--- src/design/ihpc_pkg.sv ---
// Package for the IR obstacle heading PI controller.
// Holds widths, fixed-point constants, register indexes and the CORDIC table.
// No dependencies.
`default_nettype none
package ihpc_pkg;

	localparam int CFG_IDX_W  = 3;
	localparam int CFG_DATA_W = 20;

	typedef enum logic [CFG_IDX_W-1:0] {
		CFG_GAIN_PROP     = 3'd0,
		CFG_GAIN_INTEGRAL = 3'd1,
		CFG_BASE_SPEED    = 3'd2,
		CFG_DUTY_LIMIT    = 3'd3,
		CFG_FWD_OFFSET    = 3'd4,
		CFG_SIDE_OFFSET   = 3'd5
	} cfg_idx_t;

	localparam int ANG_W      = 38;
	localparam int VEC_W      = 50;
	localparam int MUL_A_W    = 32;
	localparam int MUL_B_W    = 24;
	localparam int MUL_P_W    = MUL_A_W + MUL_B_W;
	localparam int DUTY_N_W   = 58;
	localparam int ATAN_IDX_W = 5;
	localparam int DUTY_W     = 15;
	localparam int DIV_IN_W   = 17;

	localparam logic signed [ANG_W-1:0] Q30_PI      = 38'sd3373259426;
	localparam logic signed [ANG_W-1:0] Q30_HALF_PI = 38'sd1686629713;
	localparam logic signed [ANG_W-1:0] Q30_TWO_PI  = 38'sd6746518852;
	localparam logic signed [VEC_W-1:0] CORDIC_GAIN = 50'sd652032874;

	localparam logic signed [MUL_A_W-1:0] RECIP_1000 = 32'sd4294968;
	localparam int                        RECIP_1000_SH = 32;
	localparam logic signed [MUL_A_W-1:0] RECIP_7 = 32'sd149797;
	localparam int                        RECIP_7_SH = 20;
	localparam logic signed [MUL_B_W-1:0] LEG_SCALE = 24'sd707;
	localparam logic [DUTY_W-1:0]         DUTY_MAX = 15'd16383;

	function automatic logic signed [ANG_W-1:0] atan_q30(input logic [ATAN_IDX_W-1:0] idx);
		logic signed [ANG_W-1:0] r;
		unique case (idx)
			5'd0:  r = 38'sd843314856;
			5'd1:  r = 38'sd497837829;
			5'd2:  r = 38'sd263043836;
			5'd3:  r = 38'sd133525158;
			5'd4:  r = 38'sd67021686;
			5'd5:  r = 38'sd33543515;
			5'd6:  r = 38'sd16771754;
			5'd7:  r = 38'sd8388437;
			5'd8:  r = 38'sd4194282;
			5'd9:  r = 38'sd2097149;
			5'd10: r = 38'sd1048575;
			5'd11: r = 38'sd524287;
			5'd12: r = 38'sd262143;
			5'd13: r = 38'sd131071;
			5'd14: r = 38'sd65535;
			5'd15: r = 38'sd32767;
			5'd16: r = 38'sd16383;
			5'd17: r = 38'sd8191;
			5'd18: r = 38'sd4095;
			5'd19: r = 38'sd2047;
			5'd20: r = 38'sd1023;
			5'd21: r = 38'sd511;
			5'd22: r = 38'sd255;
			5'd23: r = 38'sd127;
			default: r = '0;
		endcase
		return r;
	endfunction

	// Applies the magnitude clamp and the sign to one duty value.
	function automatic logic signed [DUTY_W-1:0] clamp_duty(input logic [DUTY_W-1:0] q,
		input logic [DUTY_W-1:0] lim, input logic neg);
		logic [DUTY_W-1:0] m;
		m = (q > lim) ? lim : q;
		return neg ? -signed'(m) : signed'(m);
	endfunction

endpackage
`default_nettype wire

--- src/design/ihpc_mul.sv ---
// Shared signed multiplier with a registered product for the heading controller.
// Depends on ihpc_pkg.
`default_nettype none
module ihpc_mul
	import ihpc_pkg::*;
(
	input  wire logic                      clk,
	input  wire logic                      en,
	input  wire logic signed [MUL_A_W-1:0] a,
	input  wire logic signed [MUL_B_W-1:0] b,
	output logic signed [MUL_P_W-1:0]      p
);

	always_ff @(posedge clk) begin
		if (en) begin
			p <= MUL_P_W'(a) * MUL_P_W'(b);
		end
	end

endmodule
`default_nettype wire

--- config.mk ---
export PLATFORM = sky130hd
export DESIGN_NAME = ihpc_mul
export DESIGN_NICKNAME = d
export VERILOG_FILES = /design/src/design/ihpc_pkg.sv /design/src/design/ihpc_mul.sv
export SDC_FILE = /design/constraint.sdc
export NUM_CORES = 2
export LEC_CHECK = 0
export BUFFER_PORTS_ARGS = -buffer_cell sky130_fd_sc_hd__buf_2
export CORE_UTILIZATION = 60
export CTS_CLUSTER_DIAMETER = 80
export DETAILED_ROUTE_END_ITERATION = 12
export PLACE_DENSITY_LB_ADDON = 0.3
export SLEW_MARGIN = 20
export SYNTH_ARGS = -nofsm -noshare
export SYNTH_HDL_FRONTEND = slang
export SYNTH_SLANG_ARGS = --single-unit
--- constraint.sdc ---
create_clock -name clk -period 25.4 [get_ports clk]
set_input_delay 6.35 -clock clk [delete_from_list [all_inputs] [get_ports clk]]
set_output_delay 6.35 -clock clk [all_outputs]
set_load 0.01 [all_outputs]
==> results by stage <==
Outcome:
- The flow ran to the end, and the final reports show no timing, DRC or antenna violations.

Synthesis:
- Summing the sequential cell areas from Yosys gives 5.786% of the chip area.
- Sorting the synthesized cells by how often they occur yields 783 x sky130_fd_sc_hd__fa_1, 776 x sky130_fd_sc_hd__inv_1, 403 x sky130_fd_sc_hd__nand2_1.
- The largest total area in the synthesized netlist belongs to sky130_fd_sc_hd__fa_1.
- Yosys printed 0 warnings.
- In this run the mean area of a mapped cell was 9.477 sq um.
- The cell area after synthesis is 29070 sq um.
- After synthesis the netlist holds a flip-flop and latch count of 56.
- The predominant post-synthesis flop cell is sky130_fd_sc_hd__edfxtp_1.
- Synthesis produced a netlist with a net count of 4058.
- Yosys instantiated no cell more often than sky130_fd_sc_hd__fa_1.
- Of all flip-flops after synthesis, the portion carrying an async set or reset was 0%.
- After synthesis, the largest area contributor takes up 53.93% of total cell area.
- Counting flops with a built-in enable in the synthesized netlist gives 56.
- Yosys attributes the largest share of cell area to sky130_fd_sc_hd__fa_1 54%, sky130_fd_sc_hd__inv_1 10%, sky130_fd_sc_hd__and2_1 8.0%, sky130_fd_sc_hd__ha_1 6.5%, sky130_fd_sc_hd__edfxtp_1 5.8%.
- Synthesis produced a netlist whose cell count is 3067.
- The number of library cell types mapped by synthesis is 61.

Clock network:
- The total of hold buffers inserted after clock tree synthesis is 0.
- The H-tree generated during clock tree synthesis spans 2 levels.
- Buffers inserted during clock tree synthesis total 5.
- The clock root buffer is sky130_fd_sc_hd__clkbuf_16.
- Clock-pin slew was measured on the worst setup and hold paths at 0.07 ns.
- The setup fix buffers added after clock tree synthesis is 0.
- TritonCTS built the clock tree.
- The largest buffer count on any clock path is 2.
- The tree built by TritonCTS fans out to 56 sinks.
- The number of gates resized after CTS was 0.

Worst setup path:
- Traced cell by cell, the critical path runs through buf_2 -> nand2_1 -> inv_1 -> fa_1 -> fa_1 -> inv_1 -> fa_1 -> inv_1 -> fa_1 -> fa_1 -> fa_1 -> fa_1 -> ha_1 -> a21o_1 -> a21oi_2 -> o21bai_1 -> a21o_1 -> a31oi_2 -> nor3b_1 -> or4_1 -> a311o_1.
- For this run, the slowest stage of the critical path takes 0.77 ns.
- The worst setup path is captured at a register.
- Data on the critical path arrives at its endpoint at 13.92 ns.
- The dominant cell type by count on the critical path is sky130_fd_sc_hd__fa_1.
- The maximum fanout along the worst path is 32.
- The worst setup path is launched from an input pin.
- For the worst setup path, the data required time is 25.45 ns.
- The slowest library cell on the worst path is sky130_fd_sc_hd__fa_1.
- The critical path start-end classification is input pin to register.

STA:
- The total count of hold-check failures in the final report was 0.
- Headroom to the max-slew limit came out at 31.74%.
- At the pin with the least slew margin, the transition time is 1.023 ns.
- The worst hold margin is 6.711 ns.
- The count of final max-slew check failures was 0.
- After routing, the total negative slack on setup checks comes to 0 ns.
- Setup violations remaining at the end of the flow were counted as 0.
- Setup repair after global routing left no endpoint under its margin.
- The minimum clock period is 13.87 ns.
- The maximum clock rate is 0.07210 GHz.
- The final period utilization is 54.60%.

Global route:
- The number of antenna violations at the first check in global routing is 3.
- The pin count of the biggest net entering global routing is 57.
- The first-pass GRT wire length is 116.8 mm.
- The remaining global-route overflow is 0.
- The aggregate global-route resource usage is 30.36%.
- The via count of the first global-routing pass was 22800.

Route:
- In the routed design, unresolved DRC markers number 0.
- The vias after detailed routing is 20550.
- The final routed wirelength across all metal layers is 71.66 mm.
- In the routed layout, each cell is associated on average with a via count of 5.632.
- In the final routed layout, each cell accounts on average for 19.64 um.
- The residual antenna-violating net count after detailed routing is 0.
- The violation count after the first detailed-route iteration is 1206.
- Before antenna repair, the detailed router went through 5 iterations.

Flow run:
- The number of max-capacitance violations reported is 0.

Min path:
- The type of the worst min-delay path is input pin to register.

Final layout:
- The fraction of layout instances using a drive strength above 1 is 4.650%.
- The top register by number of flip-flops is p.
- The net count of the finished layout is 4022.
- The area growth from synthesis to layout is 3.151%.
- The register with the most flip-flops in the layout has 56 of them.
- Once layout is complete, the utilization of the core stands at 62.79%.
- The largest registers in the layout are p x56.

Floorplanning:
- The die is 222.1 um wide.
- The I/O pin count is 114.
- The area of the die is 49330 sq um.
- The floorplan has 80 rows.
- The die is 222.1 um tall.
- For this configuration, the core starts out at a cell density of 60.88%.
- The region available for standard cell placement spans 47750 sq um.

Placed design:
- Once detailed placement completed, the half-perimeter wirelength came to 59.51 mm.
- The count of buffers from port buffering is 113.
- The congestion estimate from routability-driven global placement came to 0.9669.
[worst paths after layout]
kind | startpoint | endpoint | slack, ns | depth (start not counted)
min | en | p[50] | 6.71 | 2
max | b[0] | p[52] | 11.53 | 21
[cell type report]
class / instances / area [sq um]
Clock buffer: 5 / 125.1
Sequential cell: 56 / 1682
Timing Repair Buffer: 114 / 573.1
Multi-Input combinational cell: 2078 / 23870
Fill cell: 3912 / 17760
Tap cell: 615 / 769.5
Clock inverter: 3 / 46.29
Inverter: 776 / 2913
Antenna cell: 2 / 5.005
[critical path, delay by kind of cell]
family                     cells  cell delay (ns)
buffers and inverters          4             1.12
adders and majority gates      8             4.41
and+or+nand+nor                3             0.78
AOI/OAI and AO/OA              6             1.23
[cell families (layout without fill, tap and decap cells)]
family | after synthesis | in the layout | share of synthesized area (%)
AOI/OAI and AO/OA | 174 | 174 | 4.331
xor gates and xnor gates | 60 | 60 | 1.808
adders and majority gates | 933 | 933 | 60.39
buffers and inverters | 933 | 898 | 12.10
DFF | 56 | 56 | 5.786
other | 0 | 2 | 0
and+or+nand+nor | 911 | 911 | 15.59
[stage by stage]
step	worst slack [ns]	cells	area (sq um)
floorplan	12.11	3067	29070
global placement	11.43	3639	29800
detailed placement	11.26	3639	29800
CTS	11.55	3647	29980
global route	11.20	3649	29980
finish	11.53	3649	29980
[cell usage in the layout, fill, tap and decap left out, types with 12 or more instances in the layout]
cell / n
sky130_fd_sc_hd__ha_1: 150
sky130_fd_sc_hd__nand3_1: 19
sky130_fd_sc_hd__a21oi_1: 56
sky130_fd_sc_hd__inv_1: 776
sky130_fd_sc_hd__a21o_1: 21
sky130_fd_sc_hd__edfxtp_1: 56
sky130_fd_sc_hd__nor2_1: 56
sky130_fd_sc_hd__and2_1: 372
sky130_fd_sc_hd__buf_2: 113
sky130_fd_sc_hd__nand2b_1: 12
sky130_fd_sc_hd__xor2_1: 18
sky130_fd_sc_hd__nand2_1: 403
sky130_fd_sc_hd__xnor2_1: 42
sky130_fd_sc_hd__o21ai_0: 21
sky130_fd_sc_hd__fa_1: 783
[per-layer routing]
| layer | global-route usage (%) | wire, um | vias to the layer above |
|---|---|---|---|
| met5 | 0 | 16 | - |
| met4 | 16.33 | 4481 | 2 |
| met3 | 3.658 | 4189 | 218 |
| met2 | 53.20 | 37360 | 789 |
| met1 | 36.69 | 25610 | 10800 |
| li1 | - | - | 8745 |
Power is left out: the tool's default activity adds up to more than one toggle a clock period on the data nets, which glitch-free logic cannot reach.
